`src/sv/tsst_pkg.sv`:
```
// Shared types and constants of the task schedule span tracker.
package tsst_pkg;

   // Table geometry: direct-mapped, one slot per low task id bits
   localparam int TABLE_ADDR_W  = 10;
   localparam int TABLE_ENTRIES = 1 << TABLE_ADDR_W;

   // Event codes
   localparam logic [1:0] ACT_SWITCH_OUT = 2'd0;
   localparam logic [1:0] ACT_SWITCH_IN  = 2'd1;
   localparam logic [1:0] ACT_WAKEUP     = 2'd2;
   localparam logic [1:0] ACT_EXIT       = 2'd3;

   // Phase codes held in a slot
   localparam logic [1:0] PHASE_RUNNING  = 2'd1;
   localparam logic [1:0] PHASE_BLOCKED  = 2'd2;
   localparam logic [1:0] PHASE_RUNNABLE = 2'd3;

   // Runnable reason codes
   localparam logic [1:0] REASON_NONE    = 2'd0;
   localparam logic [1:0] REASON_PREEMPT = 2'd1;
   localparam logic [1:0] REASON_STILL   = 2'd2;
   localparam logic [1:0] REASON_WAKEUP  = 2'd3;

   // Span kinds
   localparam logic [1:0] KIND_RUN   = 2'd0;
   localparam logic [1:0] KIND_BLOCK = 2'd1;
   localparam logic [1:0] KIND_WAIT  = 2'd2;

   typedef struct packed {
      logic [1:0]  action;
      logic [21:0] task_id;
      logic [21:0] group_id;
      logic        group_tracked;
      logic [62:0] timestamp;
      logic [7:0]  cpu_index;
      logic        preempted;
      logic [31:0] prior_state_bits;
      logic [62:0] blocking_frame;
   } tsst_req_type;

   typedef struct packed {
      logic [21:0] span_group;
      logic [21:0] span_task;
      logic [62:0] span_start;
      logic [62:0] span_end;
      logic [7:0]  span_cpu;
      logic [1:0]  span_kind;
      logic [62:0] span_frame;
      logic [1:0]  span_reason;
      logic [31:0] span_state_bits;
   } tsst_rsp_type;

   typedef struct packed {
      logic        valid;
      logic [21:0] task_tag;
      logic [62:0] since;
      logic [62:0] frame;
      logic [7:0]  cpu;
      logic [1:0]  phase;
      logic [1:0]  reason;
      logic [31:0] state_bits;
      logic        exiting;
   } tsst_slot_type;

   localparam int SLOT_W = $bits(tsst_slot_type);

   // Commands from the controller to the datapath
   typedef struct packed {
      logic                    accept;
      logic                    commit;
      logic                    clear;
      logic [TABLE_ADDR_W-1:0] clear_addr;
   } tsst_cmd_type;

   // Status from the datapath to the controller
   typedef struct packed {
      logic out_free;
   } tsst_status_type;

endpackage

```
`src/sv/tsst_ctrl.sv`:
```
// Controller: table clearing sweep, then a read / update sequence per transaction.
module tsst_ctrl (
   input  logic                      clock,
   input  logic                      reset,
   input  logic                      req_valid,
   output logic                      req_ready,
   input  tsst_pkg::tsst_status_type status,
   output tsst_pkg::tsst_cmd_type    cmd
);

   localparam logic [1:0] ST_CLEAR = 2'd0;
   localparam logic [1:0] ST_IDLE  = 2'd1;
   localparam logic [1:0] ST_EXEC  = 2'd2;

   logic [1:0]                        state_ff;
   logic [1:0]                        state_in;
   logic [tsst_pkg::TABLE_ADDR_W-1:0] clear_cnt_ff;
   logic [tsst_pkg::TABLE_ADDR_W-1:0] clear_cnt_in;

   // Next state and commands
   always_comb begin
      state_in       = state_ff;
      clear_cnt_in   = clear_cnt_ff;
      req_ready      = 1'b0;
      cmd.accept     = 1'b0;
      cmd.commit     = 1'b0;
      cmd.clear      = 1'b0;
      cmd.clear_addr = clear_cnt_ff;
      unique case (state_ff)
         ST_CLEAR: begin
            cmd.clear    = 1'b1;
            clear_cnt_in = clear_cnt_ff + 1'b1;
            if (&clear_cnt_ff) begin
               state_in = ST_IDLE;
            end
         end
         ST_IDLE: begin
            req_ready  = 1'b1;
            cmd.accept = req_valid;
            if (req_valid) begin
               state_in = ST_EXEC;
            end
         end
         ST_EXEC: begin
            // Hold until the output register can take a span
            cmd.commit = status.out_free;
            if (status.out_free) begin
               state_in = ST_IDLE;
            end
         end
         default: begin
            state_in = ST_CLEAR;
         end
      endcase
   end

   always_ff @(posedge clock) begin
      if (reset) begin
         state_ff     <= ST_CLEAR;
         clear_cnt_ff <= '0;
      end else begin
         state_ff     <= state_in;
         clear_cnt_ff <= clear_cnt_in;
      end
   end

endmodule

```
`config.mk`:
```
export PLATFORM = sky130hd
export DESIGN_NAME = tsst_ctrl
export DESIGN_NICKNAME = d
export VERILOG_FILES = /design/src/sv/tsst_pkg.sv /design/src/sv/tsst_ctrl.sv
export SDC_FILE = /design/constraint.sdc
export NUM_CORES = 1
export LEC_CHECK = 0
export BUFFER_PORTS_ARGS = -buffer_cell sky130_fd_sc_hd__buf_2
export CAP_MARGIN = 20
export CORE_UTILIZATION = 40
export DETAILED_ROUTE_END_ITERATION = 7
export PLACE_DENSITY = 0.72
export SYNTH_ARGS = -nofsm -noshare
export SYNTH_HDL_FRONTEND = slang
export SYNTH_SLANG_ARGS = --single-unit
export TNS_END_PERCENT = 20
```
`constraint.sdc`:
```
create_clock -name clock -period 3.4 [get_ports clock]
set_clock_uncertainty 0.15 [all_clocks]
set_input_delay 0.17 -clock clock [delete_from_list [all_inputs] [get_ports clock]]
set_output_delay 0.17 -clock clock [all_outputs]
set_load 0.03 [all_outputs]
```
After elaboration in Yosys (flattened, before gate mapping)

Index checks and enable logic that the tools add are counted.

Register bits: 12
Input port bits: 4
Output and inout port bits: 14
Word-level logic and storage cells: 19

$add $sub $neg: 1
Eq/ne operators: 5
Muxes and demuxes: 8
Reductions and logical operators: 3

Operator list:

| operator                | number |
|---|---|
| $add A10 B1 Y10 const B | 1 |
| $reduce_and A10 Y1      | 1 |
| $mux W2                 | 3 |
| $ne A2 B2 Y1 const B    | 3 |
| $pmux W2 S3             | 1 |
| $mux W1                 | 4 |
| $reduce_and A3 Y1       | 1 |
| $eq A2 B1 Y1 const B    | 1 |
| $eq A2 B2 Y1 const B    | 1 |
| $logic_not A2 Y1        | 1 |

Longest topological paths before layout

Gate-level depths: netlist of the first run.

Depth after elaboration: 3
Depth in mapped cells: 5
Depth with buffers taken out: 4

Least setup slack after synthesis of the first run

Ideal clock, no wire load.

Path type: register to register
Start: register clear_cnt_ff[4] (netlist bit)
End: register clear_cnt_ff[9] (netlist bit)
Setup time: 121 ps
Data arrival time: 1414 ps
Data required time: 3129 ps
Setup slack: 1715 ps
Cell stages (with the launch flop): 4
Buffers on the path: 0
Period minus slack after synthesis: 1685 ps
Path through: dfxtp_1 nand4_1 nor4_1 mux2_2

Cells in the longest elaborated chain, start to end: 1

RTL lines:

| element                  | RTL line        | text |
|---|---|---|
| start: declaration       | tsst_ctrl.sv:17 | `logic [tsst_pkg::TABLE_ADDR_W-1:0] clear_cnt_ff;` |
| start signal: assignment | tsst_ctrl.sv:63 | `clear_cnt_ff <= clear_cnt_in;` |
| $add A10 B1 Y10          | tsst_ctrl.sv:32 | `clear_cnt_in = clear_cnt_ff + 1'b1;` |

No other way between the ends.
A chain may end at the register's enable or synchronous reset.

==> summary.txt, run 1 <==
Final layout
  – Share of layout cells above drive strength 1: 0.287
  – Area grow syn2layout: 22.7%
  – Final design utilization: 0.535
  – Antenna Cells: 0
  – Layout Nets: 93

GRT
  – Tot GR Track Use: 0.172
  – First-pass GRT wire length: 1800 µm
  – Largest net degree at the start of global routing: 14
  – GRT overflow: 0
  – Initial antenna violation count: 0
  – Vias in the first global route: 434

Setup path
  – Crit path kind: reg2out
  – Worst-path maximum fanout: 8
  – CP peak stage delay: 0.36 ns
  – Required @ worst endpoint: 3.08 ns
  – Setup crit start kind: register
  – Critical path buffers and inverters: 2
  – Crit-path slowest cell: dfxtp_1
  – Crit-path cells: or2_1, inv_1, buf_2
  – Crit path DAT: 1.32 ns
  – Setup crit end kind: output pin
  – Crit path max-delay family: buffers and inverters

Timing
  – RSZ-0062 raised after global routing: no
  – Setup_tns: 0 ns
  – Slew HR: 0.831
  – Slew Limit Fails: 0
  – Fmax: 611 MHz
  – Final Critical Period: 1.64 ns
  – Count of final setup violators: 0
  – Final-report hold violation count: 0
  – Period Utilization, post-route: 0.481
  – Least-Margin Pin Slew: 0.252 ns

Floorplanning
  – Total core area: 1320 µm²
  – Row count: 13
  – Die X: 39.9 µm
  – Die Y: 39.9 µm
  – I/O pin total: 18
  – Die ar.: 1590 µm²
  – Initial Util: 0.436

Yosys
  – Cell Area, Synth: 574 µm²
  – Sequential area share after synthesis: 0.418
  – Ys Warns: 0
  – Count of cell types in the netlist: 27
  – Syn nets: 73
  – Synthesized instance count: 68
  – Syn Area/Cell: 8.45 µm²
  – Synthesized flop and latch total: 12

Clock network
  – H-tree Lvls: 1
  – # resized after CTS: 0
  – CTS Buf Count: 3
  – CTS tree: yes
  – CTS Buffer Depth: 2
  – CTS root buffer: clkbuf_4
  – CTS Sinks: 12
  – Setup Buffers After CTS: 0
  – Clk_lat worst skew: 0.27 ns
  – Hold buffer count at cts: 0
  – Clk pin slew, worst setup/hold paths: 0.07 ns

Pwr
  – Total chip power: 282 µW
  – Clock network power share: 0.398
  – Leakage: 0.284 nW
  – Gate power share: 0.080
  – Reg power frac: 0.522
  – NetSw: 66.0 µW
  – Worst vdd ir: 0.253 mV
  – Fraction of power spent switching nets: 0.234
  – Internal: 216 µW
  – P per Cell Area: 401 nW/µm²

Routing
  – WL final: 1130 µm
  – M1 WL: 551 µm
  – Vias per std cell: 5.21
  – Met2 WL: 527 µm
  – Post-route ant nets: 0
  – Routed wl met3: 38 µm
  – Drt pass-1 iters: 4
  – Drt wl/cell: 11.1 µm
  – DRT iter0 DRCs: 8
  – Max Used Layer: met4
  – # DRC: 0
  – Vias post-DR: 531

Placement
  – Detailed Place HPWL: 870 µm
  – Number of port buffers: 17
  – Routability congestion estimate: 0.769

Min path
  – Hold Path Class: in2reg

Outcome
  – Status: finished, final reports clean

Job
  – Maxcap violations: 0
==> cell type report <==
cell class / count / area, µm²
clock buffers: 4 / 36.3
fillers: 142 / 613
inverters: 6 / 22.5
multi-input cells: 48 / 302
flip-flops and latches: 12 / 240
well taps: 15 / 18.8
repair buffers: 17 / 85.1
==> final timing paths <==
check                                      from         endpoint  slack [ns]  cells past startpoint
worst max-delay path                state_ff[1]          cmd[10]        1.76                      3
worst min-delay path                  req_valid      state_ff[1]        0.05                      3
worst max register to register  clear_cnt_ff[1]  clear_cnt_ff[8]        1.81                      4
worst min register to register  clear_cnt_ff[8]  clear_cnt_ff[8]        0.35                      2
==> sequential cells by signal, summed over array words and instances (netlist names) <==
name          cells
clear_cnt_ff     10
state_ff          2
==> Yosys cell counts <==
master     number  area [µm²]
ha_1            1        12.5
nor4_1          1        6.26
or2_1           1        6.26
nand4bb_1       1        11.3
or4_1           4        30.0
nor3_1          1        5.00
or3_1           1        6.26
o41a_1          1        11.3
nor2_1          6        22.5
nand4_1         1        6.26
buf_2           1        5.00
a21oi_1         9        45.0
and3_2          1        7.51
mux2_2          1        11.3
inv_1           6        22.5
nor3b_1         1        7.51
and2_1          1        6.26
o21ai_0         2        10.0
nand3_1         2        10.0
xnor2_1         2        17.5
dfxtp_1        12         240
o31ai_1         4        30.0
and2b_2         1        8.76
clkbuf_2        1        5.00
or3_2           1        7.51
nand2_1         4        15.0
a22oi_1         1        7.51
==> cell usage in the layout, fill, tap and decap left out <==
cell type  count
nand3_1        2
and2b_2        1
and2_1         1
buf_2         17
nand4_1        1
or2_1          1
o31ai_1        4
o21ai_0        2
or4_1          4
inv_1          6
dfxtp_1       12
mux2_2         1
a21oi_1        9
a22oi_1        1
nor3_1         1
clkbuf_8       1
nor2_1         6
or3_1          1
clkbuf_4       3
xnor2_1        2
nand2_1        4
nor4_1         1
or3_2          1
ha_1           1
and3_2         1
nand4bb_1      1
o41a_1         1
nor3b_1        1
==> per-stage QoR <==
stage | cell area (µm²) | setup slack (ns) | cells | hold slack, ns
3_3_place_gp | 668 | 1.86 | 98 | 0.310
6_report | 704 | 1.76 | 102 | 0.0458
4_1_cts | 704 | 1.75 | 102 | 0.0433
2_1_floorplan | 574 | 1.72 | 68 | 0.0973
5_1_grt | 704 | 1.66 | 102 | 0.0565
3_5_place_dp | 668 | 1.82 | 98 | 0.323
==> layer usage <==
| layer | vias to the layer above | global-route usage |
|---|---|---|
| met5 | - | 0 |
| met3 | 2 | 0.0341 |
| met1 | 234 | 0.235 |
| met4 | 0 | 0.103 |
| li1 | 285 | - |
| met2 | 10 | 0.242 |
==> logic make-up after synthesis <==
group,count (synthesis),share of synthesized area
xor+xnor,2,0.0305
fa+ha+maj,1,0.0218
compound gates,17,0.181
buf+inv,8,0.0566
flops,12,0.418
mux,1,0.0196
simple gates,27,0.272
==> worst register-to-register path, stage by stage (launching register included) <==
cell and delay [ns]:
dfxtp_1 0.39, ha_1 0.19, nand3_1 0.20, or4_1 0.45, a21oi_1 0.15
==> power by group through the flow <==
stage | clock network [mW] | registers [mW] | logic (mW)
after floorplan | 0 | 0.157 | 0.00913
after global placement | 0 | 0.150 | 0.0222
after detailed placement | 0 | 0.151 | 0.0226
after CTS | 0.115 | 0.148 | 0.0227
after global routing | 0.124 | 0.148 | 0.0253
final | 0.112 | 0.147 | 0.0225
Note: power is estimated with default switching activity, not from simulation.
==> run 2: changes to the inputs <==
ABC_AREA = 1   (was default)
PLACE_DENSITY = 0.74   (was 0.72)
clock period = 1.3 ns   (was 3.4 ns; I/O delays follow)
==> run 2 against run 1 <==
The run now ends with negative setup slack left; critical path type unchanged; sequential share of layout area fell by 7.3 points; final area rose by 35%; total power rose to 2.5 times the previous value; final cell count rose by 29%; critical endpoint is now cmd[12]; sequential power rose to 2.6 times the previous value; area after synthesis rose by 5.0%; count of clock-buffer cells in the layout did not move; via count rose by 21%; largest cell class unchanged; clock power rose by 120%; utilization rose by 17 points.
==> summary.txt, run 2 <==
Timing
  – Hold_ws: 0.325 ns
  – RSZ-0062 raised after global routing: yes
  – Slew HR: 0.827
  – Slew Limit Fails: 0
  – Setup WS post-layout: -0.0231 ns
  – Final-report hold violation count: 0
  – Final Critical Period: 1.32 ns
  – Setup_tns: -0.0603 ns
  – Fmax: 756 MHz
  – Least-Margin Pin Slew: 0.259 ns
  – Period Utilization, post-route: 1.02
  – Count of final setup violators: 4

Final layout
  – Most frequent cells in the layout: nand2_1, buf_2, inv_1, buf_4, nor2_1
  – Largest regs: clear_cnt_ff x10, state_ff x2
  – Share of layout cells above drive strength 1: 0.470
  – Final design utilization: 0.705
  – Final Instance Count excl. Fillers: 132
  – Max reg flops: 10
  – Commonest non-fill, non-tap cell in the layout: nand2_1
  – Design Area, Final: 952 µm²
  – Largest reg by FF count: clear_cnt_ff
  – Layout Nets: 123
  – # fillers: 115
  – Area grow syn2layout: 57.9%
  – Antenna Cells: 0

Clock network
  – CTS Buffer Depth: 2
  – CTS Buf Count: 3
  – CTS tree: yes
  – Clk_lat worst skew: 0.27 ns
  – Clk pin slew, worst setup/hold paths: 0.08 ns
  – CTS root buffer: clkbuf_4
  – H-tree Lvls: 1
  – CTS Sinks: 12

Job
  – Maxcap violations: 0

Yosys
  – Synth top cells by count: nand2_1, inv_1, dfxtp_1, nor2_1, a21oi_1
  – Number of synthesized flops with an enable pin: 0
  – Count of cell types in the netlist: 17
  – Asr flop ratio synth: 0
  – Most numerous cell in the Yosys netlist: nand2_1
  – Cell Area, Synth: 603 µm²
  – Post-synth top flop: dfxtp_1
  – Synthesized flop and latch total: 12
  – Post-synth top area cell: dfxtp_1
  – Largest cells by area after synthesis: dfxtp_1, nand2_1, inv_1
  – Ys Warns: 0
  – Top cell type's share of synthesized area: 0.398
  – Synthesized instance count: 83
  – Syn Area/Cell: 7.27 µm²
  – Syn nets: 88
  – Sequential area share after synthesis: 0.398

Setup path
  – Worst reg2reg startpoint: state_ff[1]
  – Setup crit start kind: register
  – CP startpoint: state_ff[1]
  – Crit path DAT: 1.11 ns
  – Worst-path maximum fanout: 4
  – Crit-path slowest cell: dfxtp_2
  – Required @ worst endpoint: 1.09 ns
  – Crit-path cells: buf_4, nor2_4, nand2_2, inv_2, buf_6
  – Setup crit end kind: output pin
  – Crit path kind: reg2out
  – CP peak stage delay: 0.34 ns

Routing
  – Drt wl/cell: 12.2 µm
  – DRT iter0 DRCs: 13
  – # DRC: 0
  – Vias per std cell: 4.88
  – Post-route ant nets: 0
  – WL final: 1610 µm
  – Vias post-DR: 644
  – Drt pass-1 iters: 4

Floorplanning
  – Initial Util: 0.447
  – Row count: 13
  – Die ar.: 1670 µm²
  – Die Y: 40.8 µm
  – Total core area: 1350 µm²
  – I/O pin total: 18
  – Die X: 40.8 µm

GRT
  – Initial antenna violation count: 0
  – First-pass GRT wire length: 2170 µm
  – Vias in the first global route: 545
  – Largest net degree at the start of global routing: 10
  – Tot GR Track Use: 0.204
  – GRT overflow: 0

Placement
  – Cells after DPL: 121
  – Routability congestion estimate: 0.855
  – Placed cell areas: 783 µm²
  – Detailed Place HPWL: 1050 µm
  – Number of port buffers: 17
  – Place WS: -0.0377 ns

Outcome
  – Status: finished, violations left
  – Violated checks: negative setup slack

Pwr
  – Worst vdd ir: 0.490 mV
  – Leakage: 0.474 nW
  – P per Cell Area: 750 nW/µm²
  – Total chip power: 714 µW

Min path
  – Hold wc startpoint: clear_cnt_ff[6]
  – Hold Path Class: reg2reg
## run 2: final timing paths
kind                          end  slack, ns  depth (start not counted)
hold / removal    clear_cnt_ff[6]       0.32                          2
hold reg to reg   clear_cnt_ff[6]       0.32                          2
setup / recovery          cmd[12]      -0.02                          5
setup reg to reg  clear_cnt_ff[9]      -0.02                          8
## run 2: kinds of logic (layout without fill, tap and decap cells)
logic type      count (synthesis)  in the layout  share of synthesized area
buf+inv                        14             48                     0.0996
fa+ha+maj                       1              1                     0.0207
flops                          12             12                      0.398
compound gates                 12             12                     0.0996
simple gates                   44             44                      0.382
## run 2: cell type report
cell class / count / area (µm²) / area share
inverter: 13 / 51.3 / 0.0539
multi-input combinational: 57 / 384 / 0.403
tap: 15 / 18.8 / 0.0197
sequential: 12 / 255 / 0.268
clock buffer: 4 / 26.3 / 0.0276
timing repair buffer: 31 / 216 / 0.227
## run 2: repair_timing
item	CTS	global route
endpoints found under the setup margin	9	11
cloned	0	0
hold endpoints to repair	4	0
resized for setup	14	10
hold buffers	3	0
buffers inserted	3	1
pin swaps	4	6
## run 2: power breakdown
part           switching [mW]  total (mW)  internal, mW  leakage [nW]
Combinational          0.0482      0.0832        0.0350         0.358
Clock                   0.124       0.243         0.119        0.0150
Sequential             0.0123       0.388         0.376         0.101
## run 2: per-layer routing
metal | track usage | vias to the layer above | wire [µm] | share of wire
li1 | - | 333 | - | -
met1 | 0.222 | 295 | 665 | 0.41
met2 | 0.363 | 14 | 890 | 0.55
met3 | 0.0326 | 2 | 46 | 0.029
met4 | 0.125 | 0 | 8 | 0.0050
met5 | 0 | - | 0 | 0
## run 2: critical path, delay by kind of cell (launching register included)
kind          cells  cell delay [ns]
simple gates      2             0.17
buf+inv           3             0.33
flops             1             0.34
